**src/rtl/bts_pkg.sv**
```systemverilog
package bts_pkg;

	// texel store geometry
	localparam int TEXEL_DEPTH = 65536;
	localparam int ADDR_W = $clog2(TEXEL_DEPTH);

	// command codes
	localparam logic CMD_WRITE = 1'b0;
	localparam logic CMD_SAMPLE = 1'b1;

	// configuration register indexes
	localparam logic REG_WIDTH = 1'b0;
	localparam logic REG_HEIGHT = 1'b1;

	// fixed point constants
	localparam logic [16:0] ONE_FIX = 17'h10000;
	localparam logic [39:0] HALF_LSB = 40'h800000;
	localparam logic [8:0] SIZE_MAX = 9'd256;

	// item passed from front to back
	typedef struct packed {
		logic cmd;
		logic [15:0] waddr;
		logic [23:0] color;
		logic [23:0] px;
		logic [23:0] py;
	} bts_item_t;

	// size register as used: zero reads as one, above 256 as 256
	function automatic logic [8:0] clamp_size(input logic [8:0] s);
		logic [8:0] r;
		r = s;
		if (s == 9'd0)
			r = 9'd1;
		else if (s > SIZE_MAX)
			r = SIZE_MAX;
		return r;
	endfunction

endpackage

```
**src/rtl/bts_front.sv**
```systemverilog
module bts_front import bts_pkg::*; (
	input logic clk,
	input logic arst_n,
	input logic push,
	output logic full,
	input logic command,
	input logic [15:0] texel_address,
	input logic [23:0] texel_color,
	input logic [16:0] coord_u,
	input logic [16:0] coord_v,
	input logic [7:0] wm,
	input logic [7:0] hm,
	output logic q_push,
	input logic q_full,
	output bts_item_t q_item
);

	logic v_s1;
	bts_item_t item_s1;
	logic adv;
	logic [16:0] u_sat;
	logic [16:0] v_sat;
	logic [16:0] v_flip;

	assign adv = !v_s1 || !q_full;
	assign full = !adv;
	assign q_push = v_s1 && !q_full;
	assign q_item = item_s1;

	// saturate coordinates, flip v
	always_comb begin
		u_sat = (coord_u > ONE_FIX) ? ONE_FIX : coord_u;
		v_sat = (coord_v > ONE_FIX) ? ONE_FIX : coord_v;
		v_flip = ONE_FIX - v_sat;
	end

	// valid of the scaling stage
	always_ff @(posedge clk or negedge arst_n) begin
		if (!arst_n)
			v_s1 <= 1'b0;
		else if (adv)
			v_s1 <= push;
	end

	// scale by size minus one
	always_ff @(posedge clk) begin
		if (adv) begin
			item_s1.cmd <= command;
			item_s1.waddr <= texel_address;
			item_s1.color <= texel_color;
			item_s1.px <= {7'd0, u_sat} * {16'd0, wm};
			item_s1.py <= {7'd0, v_flip} * {16'd0, hm};
		end
	end

endmodule

```
**config.mk**
```make
export PLATFORM = sky130hd
export DESIGN_NAME = bts_front
export DESIGN_NICKNAME = d
export VERILOG_FILES = /design/src/rtl/bts_pkg.sv /design/src/rtl/bts_front.sv
export SDC_FILE = /design/constraint.sdc
export NUM_CORES = 1
export LEC_CHECK = 0
export BUFFER_PORTS_ARGS = -buffer_cell sky130_fd_sc_hd__buf_2
export CAP_MARGIN = 20
export CORE_UTILIZATION = 60
export CTS_BUF_LIST = sky130_fd_sc_hd__clkbuf_8
export CTS_CLUSTER_DIAMETER = 40
export CTS_CLUSTER_SIZE = 25
export DETAILED_ROUTE_END_ITERATION = 10
export PLACE_DENSITY = 0.8
export SYNTH_ARGS = -nofsm -noshare
export SYNTH_HDL_FRONTEND = slang
export SYNTH_SLANG_ARGS = --single-unit
```
**constraint.sdc**
```tcl
create_clock -name clk -period 3.8 [get_ports clk]
set_clock_uncertainty 0.1 [all_clocks]
set_input_delay 0.76 -clock clk [delete_from_list [all_inputs] [get_ports clk]]
set_output_delay 0.76 -clock clk [all_outputs]
set_load 0.005 [all_outputs]
```
[Yosys cells after proc, flatten, opt, wreduce, memory -nomap -nowiden]
Cells that the tools add are included.
Storage, ports and cells
  logic and storage cells: 18
  bits in registers: 90
  output and inout port bits: 91
  input bits: 95
Cells by class
  multipliers: 2
  add/sub/neg operators: 1
  $lt $le $gt $ge: 2
  multiplexer cells: 2
  reduce and logical (&&, ||, !) cells: 5
Operators by type and width (count)
  $mul A17 B8 Y24: 2
  $gt A17 B17 Y1 const B: 2
  $mux W17: 2
  $sub A17 B17 Y17 const A: 1
  $logic_not A1 Y1: 3
  $logic_and A1 B1 Y1: 1
  $logic_or A1 B1 Y1: 1

[Logic depth before layout (Yosys ltp)]
  word-level depth: 4
  mapped depth: 24
  mapped depth without buffers: 23

[Worst setup path after synthesis]
No wires, ideal clock.
  path type: input to register
  start: in coord_v[2]
  end: reg item_s1, in the netlist q_item[23] (data pin)
  library setup time: 0.264 ns
  data arrival time: 6.195 ns
  stages: 21
  slack: -2.759 ns
  cells stage by stage: or4_4 > or4_1 > buf_2 > o41ai_2 > a21oi_1 > a311o_1 > and2_1 > fa_1 > fa_1 > fa_1 > inv_1 > fa_1 > inv_1 > ha_1 > nand2_1 > o21ai_0 > o21a_1 > o31ai_1 > a21oi_1 > o41a_1 > nand4_1
On the way
  longest elaborated chain between the ends: 4
RTL lines
  start, declared: RTL line bts_front.sv:10  | input logic [16:0] coord_v,
  $gt A17 B17 Y1: RTL line bts_front.sv:33  | v_sat = (coord_v > ONE_FIX) ? ONE_FIX : coord_v;
  $mux W17 (*): RTL line bts_front.sv:33
  $sub A17 B17 Y17 (*): RTL line bts_front.sv:34  | v_flip = ONE_FIX - v_sat;
  $mul A17 B8 Y24 (*): RTL line bts_front.sv:52  | item_s1.py <= {7'd0, v_flip} * {16'd0, hm};
  end, declared: RTL line bts_front.sv:19  | bts_item_t item_s1;
Mark *: on every way between the ends. The rest lies on a longest branch, timed or not.
A chain may end at the register's enable or synchronous reset.

[Worst setup path after layout]
  start: in coord_v[5]
  end: reg item_s1, in the netlist q_item[23] (data pin)
The elaborated chain is that of the path after synthesis.

==> summary by stage <==
GRT
The number of global-route vias before repair is 10840. Summed over all layers, the global routing overflow is 0. The number of antenna violations at the first check in global routing is 1. Entering global routing, the biggest net connects between 50 and 60 pins.

The first-pass GRT wire length is about 52 mm. In the global route stage, overall resource usage came out at 33.91%.

Power and ir drop
The sequential fraction of design power is 18.8%. Of the total power, the share spent switching nets is 43.40%. VDD sags by at most 563.4 uV. The combinational power share is about three quarters.

The net switching component of the power is 0.003752 W. The internal power of the cells totals slightly below 0.005 W. In this run the static leakage power is 7.616 nW. Per report_power, the clock group accounts for 7.5% of the total. The power per standard cell area is 537.5 nW/um^2.

Synth
The number of different library cells in the post-synthesis netlist is 60. The number of synthesized register bits is 90. The gate count after technology mapping is 1163. The number of synthesized flops with an enable pin is 89.

Yosys printed 0 warnings. The synthesized area per cell is 9.935 sq um. The most common flop cell mapped by yosys is edfxtp_1. The fraction of synthesis flops using an asynchronous set or reset pin is under 10%.

The post-synthesis instance area is 11550 sq um. The number of nets produced by synthesis is 1523. The share of the Yosys chip area taken by registers is a little under a quarter.

Layout
0 antenna diodes ended up in the layout. The growth of design area from synthesis to finish is 39.22%. The most frequent standard cell in the layout excluding fill and tap cells is buf_4. The post-route netlist has around 42% of its cells at a drive strength greater than 1. Counting the fill cells in the layout gives roughly 1000.

For this run, the post-layout net count is 1928. The library cells used most frequently in the layout, excluding fill and tap cells, are 205 x buf_4, 187 x inv_1, 180 x buf_2. For this run, the number of standard cells in the final layout without fillers is 1807.

Clock network
The maximum clock insertion buffer count is 2. The number of clock sinks seen by CTS is 90. The maximum level of the CTS H-tree is 3. The clock network latency to the later pin of the worst-skew pair is 0.37 ns. The buffer cell driving the clock tree root is clkbuf_8.

The clock-pin transition on the worst setup and hold timing paths is 0.10 ns. The number of buffers added by the clock tree synthesis step is 9. TritonCTS built the clock tree. For this design, the CTS-stage hold fixing added 0 buffers.

Timing
After layout, the worst path uses 164.2% of the clock period. The clock period minus final worst setup slack is 6.241 ns. The maximum frequency from static timing analysis is between 150 and 200 MHz. The slew of the pin with the lowest slew margin is 0.7561 ns. The count of pins over their slew limit came to 0. For the final routed database, the setup TNS stands at -68.17 ns. After layout, the worst setup slack is -2.441 ns.

The worst slew margin relative to its limit is between 40% and 50%. Setup repair after global routing could not meet its margin everywhere. The hold violation total from the final report is 0. The final count of negative-setup-slack endpoints is 40.

Drt
In the detailed route, the total length drawn on met3 is 2.560 mm. The routed length on met1 is 11.82 mm. The number of DRC markers in iteration 0 is 668. For this run, the detailed router's first-pass iteration total came to 7. The routed wire length on met2 is 16.94 mm. The average wire per cell in the routed design is 18.35 um. The final layout contains routed wiring with a total length of 33.17 mm.

After detailed routing, the number of vias per cell comes to 5.639. Summing over every cut layer, the via total after detailed routing is just over 10000. The post-detailed-route count of antenna-violating nets is 0. The number of remaining DRC errors is 0. The highest layer used for signal routing is met5.

Critical path
The data required time at the worst endpoint is between 3 and 4 ns. The endpoint kind of the worst setup timing path is a flip-flop. The cell at the slowest stage of the critical path is or4_4. The most repeated library cell on the critical path is fa_1. The largest single stage delay on the critical path is about 0.56 ns. The kind of start point of the critical path is a primary input. Along the worst path, the maximum fanout reaches 8. The critical path goes through buf_6 > or4_4 > or4_4 > a21oi_1 > a31oi_2 > and2_4 > fa_1 > fa_1 > fa_1 > inv_1 > fa_1 > inv_1 > ha_4 > o21ai_0 > a211oi_2 > o31a_1 > buf_4 > o31ai_4 > a21oi_2 > o41a_1 > nand4_1. STA puts the critical path data arrival time at 6.26 ns. The worst setup path is of the primary input to flip-flop kind.

Placed design
Once placement completed, the tool counted placed cells totaling 1759. The count of port buffers added during placement is 185. After legalization and detailed placement, the total HPWL measured 23.67 mm. The routability congestion estimate from global placement is 0.8993.

Floorplanning
The core box area is 18770 sq um. For this configuration, the core starts out at a cell density of between 60% and 70%. The floorplan die area is 19820 sq um.

The site row count is 50. The number of top-level design ports is 186. The die is roughly 140 um wide. The die height is 140.8 um.

Run status
The flow ran to the end, but the final reports show violations. The checks that failed: negative setup slack.

Worst hold path
The type of the tightest min-delay check is primary input to async pin.

Flow run
Max-cap violations in this run came to 0.
power groups by stage:
stage          registers [W]  logic [W]  clock network [W]
2_1_floorplan        0.00165    0.00334                  0
3_3_place_gp         0.00164    0.00523                  0
3_5_place_dp         0.00164    0.00541                  0
4_1_cts              0.00163    0.00595           0.000653
5_1_grt              0.00164    0.00696           0.000689
6_report             0.00163    0.00637           0.000644
synth_stat cells, types with 10 or more instances:
cell      instances  area [sq um]
nor2_1           33         123.9
fa_1            178          3563
inv_1           213         799.5
ha_1             87          1089
nor3_1           11         55.05
nand2_1         127         476.7
a21oi_1          38         190.2
o21ai_0          21         105.1
and3_1           15         93.84
edfxtp_1         89          2673
clkbuf_1         23         86.33
xnor2_1          29         254.0
o21a_1           10         75.07
and2_1          135         844.6
nor2b_1          35         219.0
buf_1            10         37.54
xor2_1           13         113.9
cell families after synthesis:
| family | count (synthesis) | share of synthesized area, % |
|---|---|---|
| AND/OR/NAND/NOR | 397 | 18.04 |
| multiplexers | 2 | 0.1733 |
| flip-flops | 90 | 23.35 |
| adder cells (fa/ha/maj) | 265 | 40.26 |
| AO/OA/AOI/OAI | 118 | 6.876 |
| buffers and inverters | 249 | 8.121 |
| XOR/XNOR | 42 | 3.184 |
stage by stage:
step                      hold slack [ns]  worst slack (ns)  utilization, %  total power, W  cell area (sq um)
after global placement             0.4353            -2.683           79.33        0.006869              14890
after global routing              0.02266            -2.660           85.71        0.009288              16090
after CTS                         0.02461            -2.308           84.24        0.008232              15810
after detailed placement           0.4365            -2.891           79.33        0.007048              14890
after floorplan                    0.3644            -2.484               -        0.004990              12340
final                             0.04183            -2.441           85.71        0.008646              16090
path summary, 6_finish.rpt:
path,from,to,slack [ns],cells past startpoint
max,coord_v[5],q_item[23],-2.44,21
min,arst_n,v_s1,0.04,1
max reg2reg,v_s1,q_item[47],1.81,2
min reg2reg,v_s1,v_s1,0.83,2
max in group asynchronous,arst_n,v_s1,3.48,1
min in group clk,texel_color[11],q_item[59],0.46,1
worst max-delay path: cells and delay by family:
family	cells	cell delay [ns]
AO/OA/AOI/OAI	8	1.45
adder cells (fa/ha/maj)	5	2.26
buffers and inverters	4	0.37
AND/OR/NAND/NOR	4	1.39
cell type report:
| cell class | instances | area (sq um) | share of cell area [%] |
|---|---|---|---|
| clock buffer | 9 | 123.9 | 0.7700 |
| multi-input combinational | 827 | 9174 | 57.03 |
| timing repair buffer | 427 | 2938 | 18.26 |
| tap | 234 | 292.8 | 1.820 |
| inverter | 213 | 802.0 | 4.986 |
| clock inverter | 7 | 58.81 | 0.3656 |
| sequential | 90 | 2698 | 16.77 |
state kept, by name, indices dropped and copies added (netlist names):
| signal | cells |
|---|---|
| v_s1 | 1 |
| q_item | 89 |
what timing repair did:
| item | in CTS | in global routing |
|---|---|---|
| setup buffers | 21 | 16 |
| setup endpoints to repair | 40 | 41 |
| cloned | 6 | 0 |
| resized for setup | 128 | 69 |
| pin swaps | 62 | 45 |
per-layer routing:
metal / up-vias / global-route usage, %
met5: - / 0
met1: 5011 / 40.05
met4: 2 / 17.11
met3: 149 / 6.046
met2: 515 / 59.62
li1: 4513 / -
No activity file was read; power rests on OpenSTA's default activity.
