--- config.mk ---
export PLATFORM = sky130hd
export DESIGN_NAME = bts_queue
export DESIGN_NICKNAME = d
export VERILOG_FILES = /design/src/rtl/bts_pkg.sv /design/src/rtl/bts_queue.sv
export SDC_FILE = /design/constraint.sdc
export NUM_CORES = 1
export LEC_CHECK = 0
export BUFFER_PORTS_ARGS = -buffer_cell sky130_fd_sc_hd__buf_2
export CORE_MARGIN = 2
export CORE_UTILIZATION = 59
export CTS_BUF_LIST = sky130_fd_sc_hd__clkbuf_8
export CTS_CLUSTER_SIZE = 10
export DETAILED_ROUTE_END_ITERATION = 12
export PLACE_DENSITY = 0.91
export SETUP_SLACK_MARGIN = 0.3
export SYNTH_ARGS = -nofsm -noshare
export SYNTH_HDL_FRONTEND = slang
export SYNTH_SLANG_ARGS = --single-unit
--- constraint.sdc ---
create_clock -name clk -period 4 [get_ports clk]
set_input_delay 0.4 -clock clk [delete_from_list [all_inputs] [get_ports clk]]
set_output_delay 0.4 -clock clk [all_outputs]
set_load 0.02 [all_outputs]
--- src/rtl/bts_pkg.sv ---
package bts_pkg;

	// texel store geometry
	localparam int TEXEL_DEPTH = 65536;
	localparam int ADDR_W = $clog2(TEXEL_DEPTH);

	// command codes
	localparam logic CMD_WRITE = 1'b0;
	localparam logic CMD_SAMPLE = 1'b1;

	// configuration register indexes
	localparam logic REG_WIDTH = 1'b0;
	localparam logic REG_HEIGHT = 1'b1;

	// fixed point constants
	localparam logic [16:0] ONE_FIX = 17'h10000;
	localparam logic [39:0] HALF_LSB = 40'h800000;
	localparam logic [8:0] SIZE_MAX = 9'd256;

	// item passed from front to back
	typedef struct packed {
		logic cmd;
		logic [15:0] waddr;
		logic [23:0] color;
		logic [23:0] px;
		logic [23:0] py;
	} bts_item_t;

	// size register as used: zero reads as one, above 256 as 256
	function automatic logic [8:0] clamp_size(input logic [8:0] s);
		logic [8:0] r;
		r = s;
		if (s == 9'd0)
			r = 9'd1;
		else if (s > SIZE_MAX)
			r = SIZE_MAX;
		return r;
	endfunction

endpackage

--- src/rtl/bts_queue.sv ---
module bts_queue import bts_pkg::*; (
	input logic clk,
	input logic arst_n,
	input logic wr,
	output logic full,
	input bts_item_t wr_item,
	input logic rd,
	output logic empty,
	output bts_item_t rd_item
);

	bts_item_t slots_q [4];
	logic [1:0] wptr_q;
	logic [1:0] rptr_q;
	logic [2:0] cnt_q;
	logic do_wr;
	logic do_rd;

	assign full = (cnt_q == 3'd4);
	assign empty = (cnt_q == 3'd0);
	assign do_wr = wr && !full;
	assign do_rd = rd && !empty;
	assign rd_item = slots_q[rptr_q];

	// pointers and fill count
	always_ff @(posedge clk or negedge arst_n) begin
		if (!arst_n) begin
			wptr_q <= 2'd0;
			rptr_q <= 2'd0;
			cnt_q <= 3'd0;
		end else begin
			if (do_wr)
				wptr_q <= wptr_q + 2'd1;
			if (do_rd)
				rptr_q <= rptr_q + 2'd1;
			if (do_wr && !do_rd)
				cnt_q <= cnt_q + 3'd1;
			else if (do_rd && !do_wr)
				cnt_q <= cnt_q - 3'd1;
		end
	end

	// storage
	always_ff @(posedge clk) begin
		if (do_wr)
			slots_q[wptr_q] <= wr_item;
	end

endmodule

* Word level (Yosys, flattened, before mapping)
Memory sizes are Yosys's and may differ from the RTL's. Index checks and enable logic that the tools add are counted.
Operators by class: mux-type cells 4, add/sub/neg operators 4, reductions and logical operators 10, equality and inequality tests 1
Operator list (number):
- $mux W3 | 2
- $add A2 B1 Y2 const B | 2
- $logic_and A1 B1 Y1 | 4
- $logic_not A1 Y1 | 4
- $add A3 B1 Y3 const B | 1
- $eq A3 B3 Y1 const B | 1
- $logic_not A3 Y1 | 1
- $sub A3 B1 Y3 const B | 1
- $mux W1 | 2
- $reduce_bool A2 Y1 | 1
Storage, ports and cells: register bits 7, output and inout port bits 91, bits of input ports 93, memory bits (writable) 356, word-level logic and storage cells 23, memories kept 1
Memories:
- slots_q | depth 4, width 89, read ports 1, clocked after memory_dff 0, write ports 1, RTL line bts_queue.sv:12 | bts_item_t slots_q [4];

* Depth between registers and ports, before layout
Gate-level depths: netlist of the first run.
depth after elaboration 7, gate-level depth with buffers 9, mapped depth without buffers 8

* Least setup slack after synthesis of the first run
No wires, ideal clock.
kind register to register, start point reg cnt_q[2], end point mem slots_q[0][0] in the netlist's numbering, enable pin, buffers on the path 1, data required time 3.543 ns, clock period less this slack 3.376 ns, library setup time 0.457 ns, stages on the path, launching flop included 5, data arrival time 2.919 ns, setup slack 0.624 ns, cell sequence dfrtp_1 -> nor3b_2 -> nor2b_1 -> buf_6 -> and2_1
Between the ends: word-level cells in the longest chain between the ends 5
RTL lines:
- from (decl) | RTL line bts_queue.sv:15 | logic [2:0] cnt_q;
- from (signal assigned) | RTL line bts_queue.sv:37 | cnt_q <= cnt_q + 3'd1;
- from (signal assigned) | RTL line bts_queue.sv:39 | cnt_q <= cnt_q - 3'd1;
- $eq A3 B3 Y1 | RTL line bts_queue.sv:19 | assign full = (cnt_q == 3'd4);
- named net full | RTL line bts_queue.sv:5 | output logic full,
- $logic_not A1 Y1 | RTL line bts_queue.sv:21 | assign do_wr = wr && !full;
- $logic_and A1 B1 Y1 | RTL line bts_queue.sv:21
- named net do_wr | RTL line bts_queue.sv:16 | logic do_wr;
- $mux W1 | RTL line bts_queue.sv:45 | if (do_wr)
- $mux W1 (not written as such) | RTL line bts_queue.sv:46 | slots_q[wptr_q] <= wr_item;
- to (decl) | RTL line bts_queue.sv:12
The timed path passes the listed nets, and every way through them passes these cells.

==> flow_metrics.env, run 1 <==
export IMPL_run_status="finished clean"
export IMPL_cp_end_kind="output pin"
export IMPL_crit_type="reg -> out"
export IMPL_crit_path_start="rptr_q[0]"
export IMPL_port_buffers=183
export IMPL_clk_pin_slew_ns=0.06
export IMPL_tightestPinTransition_ns=1.006
export IMPL_gr_total_overflow=0
export IMPL_synth_top_area_share_pct=80.04
export IMPL_m1WireLength_um=9061
export IMPL_cts_buffer_depth=3
export IMPL_cp_arrival_ns=2.68
export IMPL_clock_skew_ns=0.02160
export IMPL_numCtsBuffers=54
export IMPL_place_gp_congestion=0.7531
export IMPL_fin_crit_sh_pct=76.93
export IMPL_max_clock_freq_mhz=325.0
export IMPL_path_max_fanout=56
export IMPL_yosysSeqAreaShare_pct=81.35
export IMPL_die_x_um=154.5
export IMPL_floorplan_initialDensity_pct=59.54
export IMPL_wl_met3_um=1496
export IMPL_min_path_cells=1
export IMPL_synth_most_common_cell="edfxtp_1"
export IMPL_worstReg2RegEnd="slots_q[1][7]"
export IMPL_tns_ns=0
export IMPL_cts_setup_buffers=0
export IMPL_synth_edf_count=356
export IMPL_avgSynthCellArea_um2=26.66
export IMPL_drc=0
export IMPL_cts_hold_buf=1
export IMPL_first_pass_iters=4
export IMPL_cts_root_buf="clkbuf_8"
export IMPL_netlist_area_mm2=0.01336
export IMPL_ys_warn_count=0
export IMPL_min_to="slots_q[1][71]"
export IMPL_drtIter0Drc=403
export IMPL_synthCells=501
export IMPL_worstPathRequired_ns=3.60
export IMPL_syn_num_nets=600
export IMPL_insertion_delay_ns=0.56
export IMPL_ys_seq_elements=363
export IMPL_drive_above_1_share_pct=46.55
export IMPL_areaGrowthSynthToFinish_pct=16.60
export IMPL_htreeDepth=2
export IMPL_power_density_mw_per_mm2=764.4
export IMPL_dieArea_mm2=0.02386
export IMPL_slew_violations=0
export IMPL_cts_resized=0
export IMPL_r2r_slack_ns=1.38
export IMPL_p_leak_nw=5.398
export IMPL_min_path_type="in -> reg"
export IMPL_async_reset_ff_share_pct=1.928
export IMPL_dp_cells=957
export IMPL_instances_no_fill=1055
export IMPL_nets=828
export IMPL_vias_per_cell=5.692
export IMPL_ant_nets=0
export IMPL_min_delay_start="wr_item[71]"
export IMPL_final_hold_violation_count=0
export IMPL_wl_per_cell_um=22.44
export IMPL_cts_sinks=363
export IMPL_core_mm2=0.02243
export IMPL_grt_max_degree=74
export IMPL_track_usage_pct=20.08
export IMPL_netlist_top_cells_area="edfxtp_1 80%, mux4_2 15%, buf_12 1.3%"
export IMPL_finalSetupViolCount=0
export IMPL_fin_crit_ns=3.077
export IMPL_grt_pass1_vias=6657
export IMPL_synthDistinctLibCells=20
export IMPL_placementRows=55
export IMPL_grt_first_pass_wirelength_um=36360
export IMPL_r2r_start="cnt_q[2]"
export IMPL_ys_flop_type="edfxtp_1"
export IMPL_routed_wl_um=23670
export IMPL_io_pins=184
export IMPL_r2r_cells=4
export IMPL_routed_top_layer="met4"
export IMPL_vdd_ir_drop_max_mv=0.5238
export IMPL_hpwl_um=14510
export IMPL_yosys_area_top_type="edfxtp_1"
export IMPL_critical_path_startpoint_type="flop"
export IMPL_dieHeight_um=154.5
export IMPL_synth_common_cells="356 x edfxtp_1, 89 x mux4_2, 9 x buf_12, 9 x buf_2, 7 x dfrtp_1"
export IMPL_fillerInstances=1350
export IMPL_via_count=6005
export IMPL_relSlewSlack_pct=32.94
export IMPL_tritoncts="built"
export IMPL_rsz0062_at_grt="false"
export IMPL_cap_violations=0
export IMPL_antenna_found_initial=1
export IMPL_wl_met2_um=12710
-- worst max-delay path, cell delays in order (launching register included) --
cell	delay [ns]
dfrtp_4	0.81
buf_12	0.45
mux4_2	0.60
buf_2	0.18
-- worst max-delay path by stage --
stage	depth (start not counted)	slack, ns	endpoint
6_report	3	0.92	rd_item[60]
5_1_grt	3	0.72	rd_item[60]
4_1_cts	3	0.86	rd_item[60]
3_5_place_dp	4	1.39	slots_q[1][75]
3_3_place_gp	3	1.49	rd_item[23]
2_1_floorplan	4	0.62	slots_q[0][0]
-- per-layer routing --
metal  up-vias  global-route usage (%)
li1       2619                       -
met1      3141                   25.21
met2       213                   34.89
met3        32                   4.931
met4         0                   6.702
met5         -                       0
-- kinds of logic (layout without fill, tap and decap cells) --
family | Yosys count | count (layout) | synth area share [%]
adder cells (fa/ha/maj) | 6 | 6 | 0.6183
buffers and inverters | 25 | 293 | 1.995
AND/OR/NAND/NOR | 10 | 10 | 0.4683
flip-flops | 363 | 363 | 81.35
XOR/XNOR | 6 | 6 | 0.3934
multiplexers | 91 | 91 | 15.18
other | 0 | 1 | 0
-- power by group --
part	total (mW)	internal [mW]	switching, mW
sequential	5.45	5.03	0.415
clock	2.85	1.54	1.31
combinational	3.61	1.55	2.05
total	11.9	8.13	3.78
-- cells in the final DEF (no fill, tap or decap), drive strengths merged --
cell type / instances
clkbuf: 55
diode: 1
dlygate4sd3: 1
buf: 192
bufinv: 4
inv: 19
fa: 1
nor2b: 1
nor3b: 1
and2: 4
dfrtp: 7
edfxtp: 356
mux4: 89
xnor2: 4
clkinv: 20
ha: 5
or3: 1
clkinvlp: 2
nor2: 1
nand2: 1
nand3: 1
xor2: 2
mux2: 2
-- sequential cells by signal, summed over array words and instances, names as in the netlist --
name	count
slots_q	356
wptr_q	2
rptr_q	2
cnt_q	3
-- through the flow --
step | hold WS (ns) | power [mW] | cell area [um^2] | util, % | worst slack [ns]
5_1_grt | 0.02534 | 12.43 | 15570 | 69.42 | 0.7159
4_1_cts | 0.01624 | 12.06 | 15570 | 69.41 | 0.8613
6_report | 0.05194 | 11.90 | 15570 | 69.42 | 0.9229
3_3_place_gp | 0.2326 | 9.042 | 14530 | 64.75 | 1.490
3_5_place_dp | 0.2515 | 9.214 | 14530 | 64.75 | 1.387
2_1_floorplan | 0.1044 | 8.171 | 13360 | - | 0.6236
-- final cells by class --
class,count,area (um^2),share of cell area [%]
sequential,363,10870,69.82
multi-input combinational,113,2235,14.35
timing repair buffer,193,1056,6.781
clock buffer,55,757.0,4.861
tap,285,356.6,2.290
clock inverter,41,279.0,1.792
inverter,4,15.01,0.09641
antenna,1,2.502,0.01607
(Power assumes the default switching activity.)
==> inputs of run 2 (changes only) <==
clock period = 3.2 ns   (was 4 ns; I/O delays follow)
==> run 2 against run 1 <==
Against the previous run:
- worst setup slack got worse by 0.39 ns
- via count rose by 8.5%
- global-route usage grew 2.1 points
- power is 27% higher
- non-clock buffer count increased by 93
- largest power group unchanged
- die area did not move
- sequential share of layout area decreased by 4.2 points
- design area rose by 6.4%
- clock-buffer cell count up 8
==> flow_metrics.env, run 2 (synthesis gave the netlist of run 1 again) <==
export IMPL_relSlewSlack_pct=57.25
export IMPL_cts_sinks=363
export IMPL_io_pins=184
export IMPL_layout_common_cells="356 x edfxtp_1, 183 x buf_2, 90 x dlygate4sd3_1, 89 x mux4_2, 63 x clkbuf_8"
export IMPL_first_pass_iters=5
export IMPL_run_status="finished clean"
export IMPL_grt_pass1_vias=7037
export IMPL_grt_use_met3_pct=4.987
export IMPL_crit_path_start="rptr_q[0]"
export IMPL_hold_slack_ns=0.08481
export IMPL_cap_violations=0
export IMPL_worstReg2RegEnd="slots_q[0][0]"
export IMPL_drc=0
export IMPL_clkPwrFrac_pct=23.5
export IMPL_worstPathRequired_ns=2.88
export IMPL_r2r_slack_ns=0.76
export IMPL_vdd_ir_drop_max_mv=0.6197
export IMPL_cp_end_kind="output pin"
export IMPL_cts_resized=0
export IMPL_fin_crit_sh_pct=83.25
export IMPL_dp_cells=960
export IMPL_comb_power_share_pct=32.5
export IMPL_insertion_delay_ns=0.58
export IMPL_switching_share_pct=32.33
export IMPL_final_common_cell="edfxtp_1"
export IMPL_place_gp_congestion=0.6924
export IMPL_htreeDepth=2
export IMPL_track_usage_pct=22.18
export IMPL_fin_area_mm2=0.01657
export IMPL_final_hold_violation_count=0
export IMPL_r2r_start="cnt_q[2]"
export IMPL_dieArea_mm2=0.02386
export IMPL_routed_wl_um=26100
export IMPL_p_int_mw=10.26
export IMPL_ant_nets=0
export IMPL_via_count=6515
export IMPL_port_buffers=183
export IMPL_seqPwrFrac_pct=44.1
export IMPL_tightestPinTransition_ns=0.6412
export IMPL_grt_max_degree=60
export IMPL_p_switching_mw=4.902
export IMPL_cts_root_buf="clkbuf_8"
export IMPL_met1_usage_pct=29.32
export IMPL_critical_path_startpoint_type="flop"
export IMPL_hpwl_um=15480
export IMPL_drive_above_1_share_pct=41.74
export IMPL_path_max_fanout=15
export IMPL_regMostFlops="slots_q"
export IMPL_tritoncts="built"
export IMPL_min_to="rptr_q[0]"
export IMPL_dieHeight_um=154.5
export IMPL_areaGrowthSynthToFinish_pct=24.04
export IMPL_power_density_mw_per_mm2=915.0
export IMPL_core_mm2=0.02243
export IMPL_drtIter0Drc=461
export IMPL_place_area_mm2=0.01457
export IMPL_gr_total_overflow=0
export IMPL_numCtsBuffers=56
export IMPL_max_clock_freq_mhz=375.4
export IMPL_floorplan_initialDensity_pct=59.54
export IMPL_antenna_found_initial=0
export IMPL_largest_reg_flops=356
export IMPL_reg_top3="slots_q (356), cnt_q (3)"
export IMPL_met2_usage_pct=37.63
export IMPL_instances_no_fill=1157
export IMPL_fin_util_pct=73.85
export IMPL_worst_slack_ns=0.5360
export IMPL_min_delay_start="rd"
export IMPL_grt_first_pass_wirelength_um=39540
export IMPL_wl_per_cell_um=22.56
export IMPL_pre_cts_ws_ns=0.7752
export IMPL_cp_arrival_ns=2.34
export IMPL_min_path_type="in -> reg"
export IMPL_p_leak_nw=5.866
export IMPL_crit_type="reg -> out"
export IMPL_die_x_um=154.5
export IMPL_clk_pin_slew_ns=0.06
export IMPL_grt_busiest_layer="met2"
export IMPL_fillerInstances=1218
export IMPL_finalPower_mw=15.16
export IMPL_rsz0062_at_grt="false"
export IMPL_placementRows=55
export IMPL_cts_buffer_depth=3
export IMPL_clock_skew_ns=0.01823
export IMPL_n_antenna_cell=0
export IMPL_tns_ns=0
export IMPL_min_path_cells=3
export IMPL_nets=923
export IMPL_finalSetupViolCount=0
export IMPL_fin_crit_ns=2.664
export IMPL_slew_violations=0
export IMPL_r2r_cells=4
export IMPL_vias_per_cell=5.631
-- run 2: cell type report --
cell class	instances	area, um^2	area share, %
Inverter	4	15.01	0.09063
Tap cell	285	356.6	2.152
Sequential cell	363	10870	65.63
Clock inverter	43	198.9	1.201
Clock buffer	63	867.1	5.234
Multi-Input combinational cell	113	2235	13.49
Timing Repair Buffer	286	2022	12.20
-- run 2: worst max-delay path, stage by stage (launching register included) --
cell,delay (ns)
dfrtp_4,0.64
buf_4,0.38
mux4_2,0.57
buf_2,0.18
-- run 2: how the worst max path moves through the flow --
stage / end / slack [ns] / cells past startpoint
global placement: slots_q[2][16] / 0.96 / 4
floorplan: slots_q[0][0] / 0.80 / 4
global route: rd_item[65] / 0.39 / 3
detailed placement: slots_q[0][75] / 0.78 / 4
finish: rd_item[67] / 0.54 / 3
CTS: rd_item[57] / 0.30 / 3
-- run 2: timing repair --
action | in CTS | in global routing
endpoints found under the setup margin | 0 | 17
hold buffers | 90 | 0
hold endpoints to repair | 363 | 0
buffers inserted | 0 | 1
-- run 2: layer usage --
metal  vias up  part of all wire, %
li1       2818                    -
met1      3379                   39
met2       274                   53
met3        44                  5.8
met4         0                  2.0
met5         -                    0
-- run 2: power by group through the flow --
stage / Sequential (mW) / Clock [mW] / Combinational [mW]
2_1_floorplan: 6.54 / 0 / 3.62
3_3_place_gp: 6.72 / 0 / 4.67
3_5_place_dp: 6.81 / 0 / 4.77
4_1_cts: 6.72 / 3.62 / 4.88
5_1_grt: 6.75 / 3.84 / 5.23
6_report: 6.68 / 3.56 / 4.92
